===== src/hw/rtl/srad_pkg.sv =====
package srad_pkg;

    localparam int PIX_W   = 16;
    localparam int COEF_W  = 48;
    localparam int IDX_W   = 8;
    localparam int CFG_W   = 32;

    localparam logic [IDX_W-1:0] REG_Q0     = 8'd0;
    localparam logic [IDX_W-1:0] REG_BYPASS = 8'd1;

    localparam logic [COEF_W-1:0] ONE_Q24 = 48'h000001000000;
    localparam logic [COEF_W-1:0] SAT48   = {COEF_W{1'b1}};

    // controller -> datapath commands
    typedef struct packed {
        logic       load;      // latch new column into the window
        logic       clear;     // row start: zero the window first
        logic       calc;      // evaluate the stencil at the window head
        logic       shift;     // advance window after emission
    } srad_cmd_t;

    // datapath -> controller status
    typedef struct packed {
        logic done;            // coefficient triple ready in result register
    } srad_sts_t;

endpackage


===== src/hw/rtl/srad_ctrl.sv =====
// Sequencer: one column in, zero/one/three stencils out, output hold.
module srad_ctrl
    import srad_pkg::*;
#(
    parameter int ROW_WIDTH = 256
)
(
    input  logic      clk,
    input  logic      rst_n,
    input  logic      in_valid,
    output logic      in_ready,
    output logic      out_valid,
    input  logic      out_ready,
    output logic      out_last,
    output logic      out_load,
    output srad_cmd_t cmd,
    input  srad_sts_t sts
);
    typedef enum logic [4:0] {
        S_IDLE = 5'b00001,
        S_CALC = 5'b00010,
        S_WAIT = 5'b00100,
        S_OUT  = 5'b01000,
        S_SHFT = 5'b10000
    } state_t;

    state_t state_reg, state_next;
    logic [11:0] cnt_reg, cnt_next;
    logic [1:0]  left_reg, left_next;   // stencils still to emit for this item
    logic        last_reg, last_next;
    logic        oval_reg, oval_next;

    always_comb
    begin
        state_next = state_reg;
        cnt_next   = cnt_reg;
        left_next  = left_reg;
        last_next  = last_reg;
        oval_next  = oval_reg;
        cmd        = '0;
        in_ready   = (state_reg == S_IDLE);
        out_load   = 1'b0;
        if (oval_reg && out_ready)
            oval_next = 1'b0;
        unique case (state_reg)
            S_IDLE:
            begin
                if (in_valid && in_ready)
                begin
                    cmd.load  = 1'b1;
                    cmd.clear = (cnt_reg == '0);
                    if (cnt_reg >= 12'(ROW_WIDTH - 1))
                    begin
                        left_next  = 2'd3;
                        cnt_next   = '0;
                        state_next = S_CALC;
                    end
                    else
                    begin
                        cnt_next = cnt_reg + 12'd1;
                        if (cnt_reg >= 12'd2)
                        begin
                            left_next  = 2'd1;
                            state_next = S_CALC;
                        end
                    end
                end
            end
            S_CALC:
            begin
                cmd.calc   = 1'b1;
                state_next = S_WAIT;
            end
            S_WAIT:
            begin
                if (sts.done && !oval_next)
                begin
                    out_load   = 1'b1;
                    oval_next  = 1'b1;
                    last_next  = (left_reg == 2'd1) && (cnt_reg == '0);
                    left_next  = left_reg - 2'd1;
                    state_next = (left_reg == 2'd1) ? S_IDLE : S_SHFT;
                end
                else if (sts.done)
                    state_next = S_OUT;
            end
            S_OUT:
            begin
                if (!oval_next)
                begin
                    out_load   = 1'b1;
                    oval_next  = 1'b1;
                    last_next  = (left_reg == 2'd1) && (cnt_reg == '0);
                    left_next  = left_reg - 2'd1;
                    state_next = (left_reg == 2'd1) ? S_IDLE : S_SHFT;
                end
            end
            S_SHFT:
            begin
                cmd.shift  = 1'b1;
                state_next = S_CALC;
            end
            default: state_next = S_IDLE;
        endcase
    end

    always_ff @(posedge clk or negedge rst_n)
    begin
        if (!rst_n)
        begin
            state_reg <= S_IDLE;
            cnt_reg   <= '0;
            left_reg  <= '0;
            last_reg  <= 1'b0;
            oval_reg  <= 1'b0;
        end
        else
        begin
            state_reg <= state_next;
            cnt_reg   <= cnt_next;
            left_reg  <= left_next;
            last_reg  <= last_next;
            oval_reg  <= oval_next;
        end
    end

    assign out_valid = oval_reg;
    assign out_last  = last_reg;

`ifndef SYNTHESIS
    a_one_hot: assert property (@(posedge clk) disable iff (!rst_n) $onehot(state_reg))
        else $error("state not one-hot");
    a_no_accept_busy: assert property (@(posedge clk) disable iff (!rst_n)
        (state_reg != S_IDLE) |-> !in_ready) else $error("accept while busy");
    a_load_free: assert property (@(posedge clk) disable iff (!rst_n)
        out_load |-> !oval_reg || out_ready) else $error("result overwritten");
    a_cnt_range: assert property (@(posedge clk) disable iff (!rst_n)
        cnt_reg < 12'(ROW_WIDTH)) else $error("column count out of range");
`endif
endmodule


===== config.mk =====
export PLATFORM = sky130hd
export DESIGN_NAME = srad_ctrl
export DESIGN_NICKNAME = d
export VERILOG_FILES = /design/src/hw/rtl/srad_pkg.sv /design/src/hw/rtl/srad_ctrl.sv
export SDC_FILE = /design/constraint.sdc
export NUM_CORES = 1
export LEC_CHECK = 0
export BUFFER_PORTS_ARGS = -buffer_cell sky130_fd_sc_hd__buf_4
export CAP_MARGIN = 30
export CORE_ASPECT_RATIO = 2
export CORE_MARGIN = 2
export CORE_UTILIZATION = 35
export CTS_BUF_LIST = sky130_fd_sc_hd__clkbuf_8
export CTS_CLUSTER_DIAMETER = 100
export DETAILED_ROUTE_END_ITERATION = 8
export SYNTH_ARGS = -nofsm -noshare
export SYNTH_HDL_FRONTEND = slang
export SYNTH_SLANG_ARGS = --single-unit

===== constraint.sdc =====
create_clock -name clk -period 1.89 [get_ports clk]
set_input_delay 0.189 -clock clk [delete_from_list [all_inputs] [get_ports clk]]
set_output_delay 0.189 -clock clk [all_outputs]
set_load 0.02 [all_outputs]

==> flow_metrics.py, run 1 <==
metrics = {
    "place": {
        "place_inst": 188,
        "place_hpwl_um": 2560,
        "post-place-ws_ns": 0.000440,
        "place.gp.congestion": 0.817,
        "portBuffers": 12,
    },
    "sta": {
        "relSlewSlack_pct": 68.9,
        "max_freq_ghz": 0.529,
        "fin_ws_ns": -0.00212,
        "rsz0062_at_grt": "true",
        "hold-worst-slack_ns": 0.197,
        "hold_viol": 0,
        "worstMarginPinSlew_ns": 0.466,
        "setup_viol": 1,
        "setup_tns_ns": -0.00212,
        "timing.final.crit_period_ns": 1.89,
        "period_share_pct": 100,
        "drv_slew": 0,
        "finClkSkew_ns": 0.00310,
    },
    "synth": {
        "syn_inst": 133,
        "synth_top_area_share_pct": 41.0,
        "synth_top_cell_by_area": "dfrtp_1",
        "synth_area_leaders": "dfrtp_1 (41%), o21ai_0 (4.5%), ha_1 (4.1%)",
        "synthArstFlopShare_pct": 100,
        "ys_seq_area_share_pct": 43.1,
        "synth_cell_types": 38,
        "synth_edf_count": 0,
        "synth_ff_type": "dfrtp_1",
        "yosysWarnings": 0,
        "ys_ff_latch": 21,
        "syn_avg_cell_area_sq_um": 9.18,
        "syn_area_sq_mm": 0.00122,
        "yosys-top-cells-count": "dfrtp_1 (20), nor2_1 (13), o21ai_0 (11)",
        "yosysMostFrequentCell": "dfrtp_1",
        "synth_nets": 142,
    },
    "die": {
        "dieArea_sq_mm": 0.00401,
        "die_y_um": 87.5,
        "fp.dieW_um": 45.8,
        "ioPinCount": 13,
        "core_area_sq_mm": 0.00338,
        "initial_core_util_pct": 36.1,
        "rows": 30,
    },
    "final_layout": {
        "area_growth_pct": 30.8,
        "diodes": 0,
        "nNetsFinal": 174,
        "finalNonFillerCells": 196,
        "largest_reg_flops": 12,
        "fill_cells": 325,
        "drive_gt1_share_pct": 31.7,
        "final_core_utilization_pct": 47.3,
    },
    "global_route": {
        "grt_max_degree": 22,
        "gr-total-overflow": 0,
        "grt_pass1_vias": 1214,
        "grt_antenna_before_repair": 0,
        "grt.total_usage_pct": 17.8,
        "grt_pass1_wl_um": 5260,
    },
    "drt": {
        "finalWirelength_um": 3340,
        "ant_nets": 0,
        "drt_iter0_markers": 35,
        "wire_per_inst_um": 17.0,
        "vias_per_cell": 5.89,
        "drtPass1Iterations": 5,
        "drc": 0,
        "vias": 1155,
    },
    "clock_network": {
        "cts_tree": "yes",
        "clk_pin_slew_worst_paths_ns": 0.08,
        "cts-root-buf": "clkbuf_8",
        "cts.sinks": 21,
        "clock_latency_ns": 0.26,
        "clockBufferDepth": 2,
        "numCtsBuffers": 3,
        "htreeDepth": 1,
    },
    "worst_setup_path": {
        "worstSetupStartpointType": "flop",
        "crit_arrival_ns": 1.70,
        "reg2reg_depth": 4,
        "path_class": "reg -> out",
        "crit_required_ns": 1.70,
        "end_kind": "output port",
        "worstPathMaxFanout": 3,
    },
    "power_and_ir_drop": {
        "p_per_area_mw_per_mm2": 1280,
        "vdd_drop_max_uv": 620,
        "p_leak_nw": 0.762,
    },
    "min_path": {
        "whs_path_depth": 3,
        "min_path_type": "in -> reg",
    },
    "job": {
        "drv_cap": 0,
    },
    "status": {
        "outcome": "finished, violations left",
        "violations": "negative setup slack",
    },
}
## layer usage
layer | routed length, um | share of wire (%) | global-route usage, % | up-vias
met2 | 1940 | 58 | 35.5 | 31
met4 | 108 | 3.2 | 7.53 | 0
met1 | 1170 | 35 | 16.1 | 561
met5 | 0 | 0 | 0 | -
li1 | - | - | - | 552
met3 | 114 | 3.4 | 2.68 | 11
## critical path, cell delays in order (launching register included)
cell and delay (ns):
dfrtp_1 0.38, or4_4 0.59, nor4_4 0.29, buf_4 0.19
## metrics by stage
stage	area (sq um)	power, mW
2_1_floorplan	1240	1.26
3_3_place_gp	1460	1.61
3_5_place_dp	1460	1.65
4_1_cts	1530	1.97
5_1_grt	1600	2.15
6_report	1600	2.04
## kinds of logic (layout without fill, tap and decap cells)
group	count (synthesis)	count (layout)	synth area share, %
xor+xnor	1	1	0.717
simple gates	60	60	27.3
mux	3	3	2.46
fa+ha+maj	4	4	4.10
buf+inv	10	41	3.79
compound gates	34	34	18.5
flops	21	21	43.1
## worst paths after layout
check / to / slack (ns) / from
max in group asynchronous: state_reg[0] / 1.26 / rst_n
worst max-delay path: cmd[2] / -0.002 / cnt_reg[3]
worst min register to register: left_reg[0] / 0.50 / left_reg[0]
worst min-delay path: state_reg[3] / 0.20 / out_ready
worst max register to register: left_reg[1] / 0.02 / cnt_reg[11]
min in group asynchronous: state_reg[3] / 0.35 / rst_n
## cell usage in the layout (no fill, tap or decap), drive strengths merged, types with 3 or more instances in the layout
cell and n:
mux2i 3, nor2b 5, or4 3, nand3b 3, a21o 3, nor4 3, nand2 8, nand3 4
clkbuf 3, buf 32, a22o 3, a21oi 5, a41oi 3, nor2 13, nor3 4, ha 4
nand2b 3, dfrtp 20, inv 5, nand4 3, and3 5, o21ai 13
## power breakdown
part	leakage (nW)	internal, mW	switching [mW]
sequential	0.274	0.562	0.112
combinational	0.460	0.492	0.584
clock	0.0269	0.145	0.145
total	0.762	1.20	0.841
## layout make-up
class	count	area (sq um)	share of cell area [%]
flip-flops and latches	21	529	33.1
clock buffers	3	41.3	2.58
clock inverters	1	3.75	0.235
inverters	4	15.0	0.940
well taps	32	40.0	2.51
multi-input cells	102	714	44.7
repair buffers	33	254	15.9
## repair_timing
item,CTS,global route
resized for setup,3,13
gates cloned,0,0
hold buffers,1,0
buffers inserted,1,2
setup endpoints to repair,4,10
hold endpoints to repair,20,0
pin swaps,1,4
Note: power is estimated with default switching activity, not from simulation.
==> run 2, diff against run 1 <==
--- a/config.mk
+++ b/config.mk
@@ -5,7 +5,6 @@
 export SDC_FILE = /design/constraint.sdc
 export NUM_CORES = 1
 export LEC_CHECK = 0
-export BUFFER_PORTS_ARGS = -buffer_cell sky130_fd_sc_hd__buf_4
 export CAP_MARGIN = 30
 export CORE_ASPECT_RATIO = 2
 export CORE_MARGIN = 2
@@ -13,6 +12,7 @@
 export CTS_BUF_LIST = sky130_fd_sc_hd__clkbuf_8
 export CTS_CLUSTER_DIAMETER = 100
 export DETAILED_ROUTE_END_ITERATION = 8
+export DONT_BUFFER_PORTS = 1
 export SYNTH_ARGS = -nofsm -noshare
 export SYNTH_HDL_FRONTEND = slang
 export SYNTH_SLANG_ARGS = --single-unit
==> flow_metrics.py, run 2 (synthesis gave the netlist of run 1 again) <==
metrics = {
    "status": {
        "outcome": "finished, final reports clean",
    },
    "final_layout": {
        "diodes": 0,
        "nNetsFinal": 164,
        "area_growth_pct": 23.1,
        "drive_gt1_share_pct": 23.4,
        "finalNonFillerCells": 186,
        "final_common_cell": "buf_4",
        "largest_reg_flops": 12,
        "mostFrequentLayoutCells": "buf_4 (21), dfrtp_1 (18), nor2_1 (11), o21ai_0 (11), nand2_1 (8)",
    },
    "min_path": {
        "min_path_type": "in -> reg",
        "hp-start": "in_valid",
    },
    "worst_setup_path": {
        "critical_path.cell_chain": "inv_1 > ha_1 > or3_1 > or4_4 > a21oi_4 > mux2i_1",
        "cpPeakStageDelay_ns": 0.55,
        "worstSetupStartpointType": "flop",
        "cp_num_cells": 6,
        "crit_arrival_ns": 2.06,
        "crit_buf_inv": 1,
        "end_kind": "flop",
        "startpoint": "cnt_reg[0]",
        "cp_top_family": "simple AND/OR/NAND/NOR gates",
        "crit_required_ns": 2.07,
        "endpoint": "left_reg[1]",
        "worstPathMaxFanout": 3,
        "reg2reg_from": "cnt_reg[0]",
        "path_class": "reg -> reg",
        "r2r-end": "left_reg[1]",
        "reg2reg_slack_ns": 0.005,
        "cp_slowest_cell": "or4_4",
        "reg2reg_depth": 6,
    },
    "power_and_ir_drop": {
        "p_comb_share_pct": 48.1,
        "vdd_drop_max_uv": 552,
        "p_per_area_mw_per_mm2": 1250,
        "swShare_pct": 41.4,
        "pwr-share-clk_pct": 15.5,
        "p_leak_nw": 0.717,
        "switchingPower_mw": 0.777,
        "total_power_mw": 1.88,
        "power.internal_mw": 1.10,
        "pwr-share-seq_pct": 36.4,
    },
    "place": {
        "place.gp.congestion": 0.879,
        "place_hpwl_um": 2360,
        "place_inst": 176,
        "portBuffers": 0,
    },
    "global_route": {
        "grt_pass1_vias": 1099,
        "grt.total_usage_pct": 16.7,
        "gr-total-overflow": 0,
        "grt_max_degree": 22,
        "grt_pass1_wl_um": 4890,
        "grt_antenna_before_repair": 0,
    },
    "clock_network": {
        "cts_tree": "yes",
        "numCtsBuffers": 3,
        "cts.sinks": 21,
        "clk_pin_slew_worst_paths_ns": 0.08,
        "clockBufferDepth": 2,
        "clock_latency_ns": 0.26,
        "htreeDepth": 1,
        "cts-root-buf": "clkbuf_8",
    },
    "drt": {
        "vias_per_cell": 6.00,
        "drt_iter0_markers": 26,
        "wire_per_inst_um": 16.7,
        "finalWirelength_um": 3100,
        "drc": 0,
        "drtPass1Iterations": 4,
        "vias": 1116,
        "ant_nets": 0,
    },
    "sta": {
        "period_share_pct": 99.7,
        "relSlewSlack_pct": 69.3,
        "setup_viol": 0,
        "max_freq_ghz": 0.530,
        "finClkSkew_ns": 0.00467,
        "timing.final.crit_period_ns": 1.89,
        "hold_viol": 0,
        "rsz0062_at_grt": "true",
        "drv_slew": 0,
        "worstMarginPinSlew_ns": 0.460,
    },
    "job": {
        "drv_cap": 0,
    },
    "die": {
        "initial_core_util_pct": 36.1,
        "die_y_um": 87.5,
        "core_area_sq_mm": 0.00338,
        "ioPinCount": 13,
        "dieArea_sq_mm": 0.00401,
        "fp.dieW_um": 45.8,
        "rows": 30,
    },
}
[run 2: per-stage QoR]
stage	setup WS [ns]	util [%]	TNS, ns	hold WS [ns]	area [sq um]
2_1_floorplan	-0.0420	-	-0.0581	-0.107	1240
3_3_place_gp	0.0449	40.5	0	-0.106	1370
3_5_place_dp	0.00184	40.5	0	-0.106	1370
4_1_cts	-0.0121	42.9	-0.0121	0.0888	1450
5_1_grt	-0.0977	44.5	-0.135	0.0916	1500
6_report	0.00497	44.5	0	0.0848	1500
[run 2: cell type report]
| class | instances | area (sq um) |
|---|---|---|
| clock inverters | 1 | 3.75 |
| repair buffers | 23 | 183 |
| well taps | 32 | 40.0 |
| clock buffers | 3 | 41.3 |
| fillers | 322 | 1880 |
| inverters | 4 | 15.0 |
| multi-input cells | 102 | 691 |
| flip-flops and latches | 21 | 529 |
[run 2: how the worst min path moves through the flow]
stage,to,slack (ns),cells after the start
2_1_floorplan,cnt_reg[0],-0.11,0
5_1_grt,state_reg[0],0.09,2
3_5_place_dp,state_reg[3],-0.11,0
3_3_place_gp,out_valid,-0.11,0
6_report,state_reg[0],0.08,2
4_1_cts,state_reg[0],0.09,2
[run 2: worst register-to-register path, stage by stage (launching register included)]
cell and delay, ns:
dfrtp_1 0.35, inv_1 0.06, ha_1 0.18, or3_1 0.32, or4_4 0.55, a21oi_4 0.15, mux2i_1 0.20
[run 2: routing by layer]
metal	global-route usage (%)	wire [um]	vias up
met4	6.49	59	0
met3	2.27	128	6
met1	16.8	1120	540
met2	32.0	1790	39
li1	-	-	531
met5	0	0	-
[run 2: power groups by stage]
stage               Combinational (mW)  Clock [mW]  Sequential, mW
floorplan                        0.584           0           0.673
global placement                 0.816           0           0.676
detailed placement               0.833           0           0.683
CTS                              0.879       0.293           0.679
global route                     0.992       0.314           0.698
finish                           0.902       0.291           0.683
[run 2: repair_timing]
action                                  CTS  global route
pin swaps                                 1             1
endpoints found under the setup margin    3             5
gates resized for setup                   3             5
hold buffers                              1             0
setup buffers                             1             3
hold endpoints to repair                 21             0
cloned                                    0             0
==> run 3, diff against run 2 <==
--- a/config.mk
+++ b/config.mk
@@ -6,13 +6,13 @@
 export NUM_CORES = 1
 export LEC_CHECK = 0
 export CAP_MARGIN = 30
-export CORE_ASPECT_RATIO = 2
 export CORE_MARGIN = 2
-export CORE_UTILIZATION = 35
+export CORE_UTILIZATION = 50
 export CTS_BUF_LIST = sky130_fd_sc_hd__clkbuf_8
 export CTS_CLUSTER_DIAMETER = 100
 export DETAILED_ROUTE_END_ITERATION = 8
 export DONT_BUFFER_PORTS = 1
+export PLACE_DENSITY = 0.68
 export SYNTH_ARGS = -nofsm -noshare
 export SYNTH_HDL_FRONTEND = slang
 export SYNTH_SLANG_ARGS = --single-unit
==> flow_metrics.py, run 3 (synthesis gave the netlist of run 1 again) <==
metrics = {
    "status": {
        "outcome": "finished, final reports clean",
    },
    "power_and_ir_drop": {
        "pwr-share-clk_pct": 15.2,
        "p_comb_share_pct": 50.0,
        "p_per_area_mw_per_mm2": 1260,
        "pwr-share-seq_pct": 34.8,
        "power.internal_mw": 1.14,
        "vdd_drop_max_uv": 711,
        "swShare_pct": 40.8,
        "p_leak_nw": 0.741,
        "switchingPower_mw": 0.789,
    },
    "worst_setup_path": {
        "reg2reg_slack_ns": 0.02,
        "reg2reg_from": "cnt_reg[11]",
        "reg2reg_depth": 4,
        "crit_required_ns": 2.08,
        "crit_arrival_ns": 2.05,
        "worstSetupStartpointType": "flop",
        "worstPathMaxFanout": 3,
        "end_kind": "flop",
        "path_class": "reg -> reg",
        "r2r-end": "left_reg[1]",
    },
    "sta": {
        "drv_slew": 0,
        "setup_viol": 0,
        "worstMarginPinSlew_ns": 0.475,
        "max_freq_ghz": 0.535,
        "finClkSkew_ns": 0.00425,
        "relSlewSlack_pct": 68.1,
        "timing.final.crit_period_ns": 1.87,
        "hold-worst-slack_ns": 0.0716,
        "rsz0062_at_grt": "true",
        "hold_viol": 0,
        "period_share_pct": 98.9,
    },
    "drt": {
        "drt_iter0_markers": 20,
        "vias_per_cell": 6.10,
        "drc": 0,
        "wire_per_inst_um": 16.3,
        "drtPass1Iterations": 4,
        "ant_nets": 0,
        "vias": 1122,
        "finalWirelength_um": 3010,
    },
    "final_layout": {
        "nNetsFinal": 166,
        "fill_cells": 177,
        "drive_gt1_share_pct": 23.7,
        "mostFrequentLayoutCells": "buf_4 (21), dfrtp_1 (20), nor2_1 (11), o21ai_0 (11), nand2_1 (8)",
        "area_growth_pct": 25.8,
        "diodes": 0,
        "final_core_utilization_pct": 68.1,
        "largest_reg_flops": 12,
        "final_common_cell": "buf_4",
    },
    "die": {
        "die_y_um": 53.4,
        "rows": 17,
        "ioPinCount": 13,
        "dieArea_sq_mm": 0.00285,
        "fp.dieW_um": 53.4,
        "core_area_sq_mm": 0.00225,
        "initial_core_util_pct": 54.2,
    },
    "clock_network": {
        "cts.sinks": 21,
        "cts-root-buf": "clkbuf_8",
        "clk_pin_slew_worst_paths_ns": 0.08,
        "cts_tree": "yes",
        "htreeDepth": 1,
        "numCtsBuffers": 3,
        "clock_latency_ns": 0.26,
        "clockBufferDepth": 2,
    },
    "global_route": {
        "grt.total_usage_pct": 24.7,
        "grt_max_degree": 22,
        "grt_antenna_before_repair": 0,
        "grt_pass1_vias": 1088,
        "grt_pass1_wl_um": 5020,
        "gr-total-overflow": 0,
    },
    "min_path": {
        "hp-start": "in_valid",
        "min_path_type": "in -> reg",
        "whs_path_depth": 2,
        "hold_end": "state_reg[0]",
    },
    "place": {
        "portBuffers": 0,
        "place.gp.congestion": 0.925,
        "place_hpwl_um": 2190,
    },
    "job": {
        "drv_cap": 0,
    },
}
run 3: cell types whose count changed in the layout (fill, tap and decap cells not counted), moves of 2 or more:
cell,change
dfrtp_1,+2
dfrtp_2,-2
nor4_2,-2
nor4_4,+2
run 3: worst max path at each step:
stage	from	end	slack [ns]	depth (start not counted)
CTS	cnt_reg[8]	cmd[2]	-0.01	6
global route	cnt_reg[8]	cmd[2]	-0.06	6
finish	cnt_reg[11]	left_reg[1]	0.02	4
floorplan	cnt_reg[11]	left_reg[1]	-0.04	5
detailed placement	cnt_reg[6]	left_reg[1]	0.02	4
global placement	cnt_reg[11]	left_reg[1]	0.05	4
run 3: layer usage:
| layer | routed length, um | vias up | GRT usage (%) | share of wire, % |
|---|---|---|---|---|
| met5 | 0 | - | 0 | 0 |
| met4 | 25 | 0 | 11.1 | 0.83 |
| met3 | 159 | 4 | 3.11 | 5.3 |
| met2 | 1500 | 34 | 40.7 | 50 |
| met1 | 1320 | 546 | 31.7 | 44 |
| li1 | - | 538 | - | - |
run 3: cell type report:
| cell class | count | area [sq um] | share of cell area [%] |
|---|---|---|---|
| clock inverters | 1 | 3.75 | 0.244 |
| multi-input cells | 102 | 701 | 45.6 |
| repair buffers | 25 | 214 | 13.9 |
| flip-flops and latches | 21 | 527 | 34.3 |
| inverters | 4 | 15.0 | 0.977 |
| well taps | 28 | 35.0 | 2.28 |
| clock buffers | 3 | 41.3 | 2.69 |
run 3: what timing repair did:
action | in CTS | in global routing
setup buffers | 2 | 1
gates cloned | 0 | 0
endpoints found under the setup margin | 1 | 8
resized for setup | 2 | 7
pin swaps | 1 | 1
endpoints found under the hold margin | 21 | 0
hold buffers | 1 | 0
run 3: worst max-delay path, cell delays in order (launching register included):
cell	delay (ns)
dfrtp_1	0.38
or4_1	0.55
or4_4	0.53
a21oi_4	0.15
mux2i_1	0.19
run 3: per-stage QoR:
step	worst slack [ns]	instances	setup TNS, ns	area [sq um]	total power, mW
floorplan	-0.0420	133	-0.0581	1240	1.26
global placement	0.0477	175	0	1400	1.53
detailed placement	0.0168	175	0	1400	1.55
CTS	-0.0119	182	-0.0119	1480	1.89
global route	-0.0556	184	-0.0861	1540	2.07
finish	0.0210	184	0	1540	1.93
run 3: power groups by stage:
stage	Sequential, mW	Clock, mW	Combinational, mW
5_1_grt	0.686	0.317	1.07
4_1_cts	0.664	0.298	0.929
3_3_place_gp	0.668	0	0.862
6_report	0.673	0.293	0.967
2_1_floorplan	0.673	0	0.584
3_5_place_dp	0.673	0	0.882
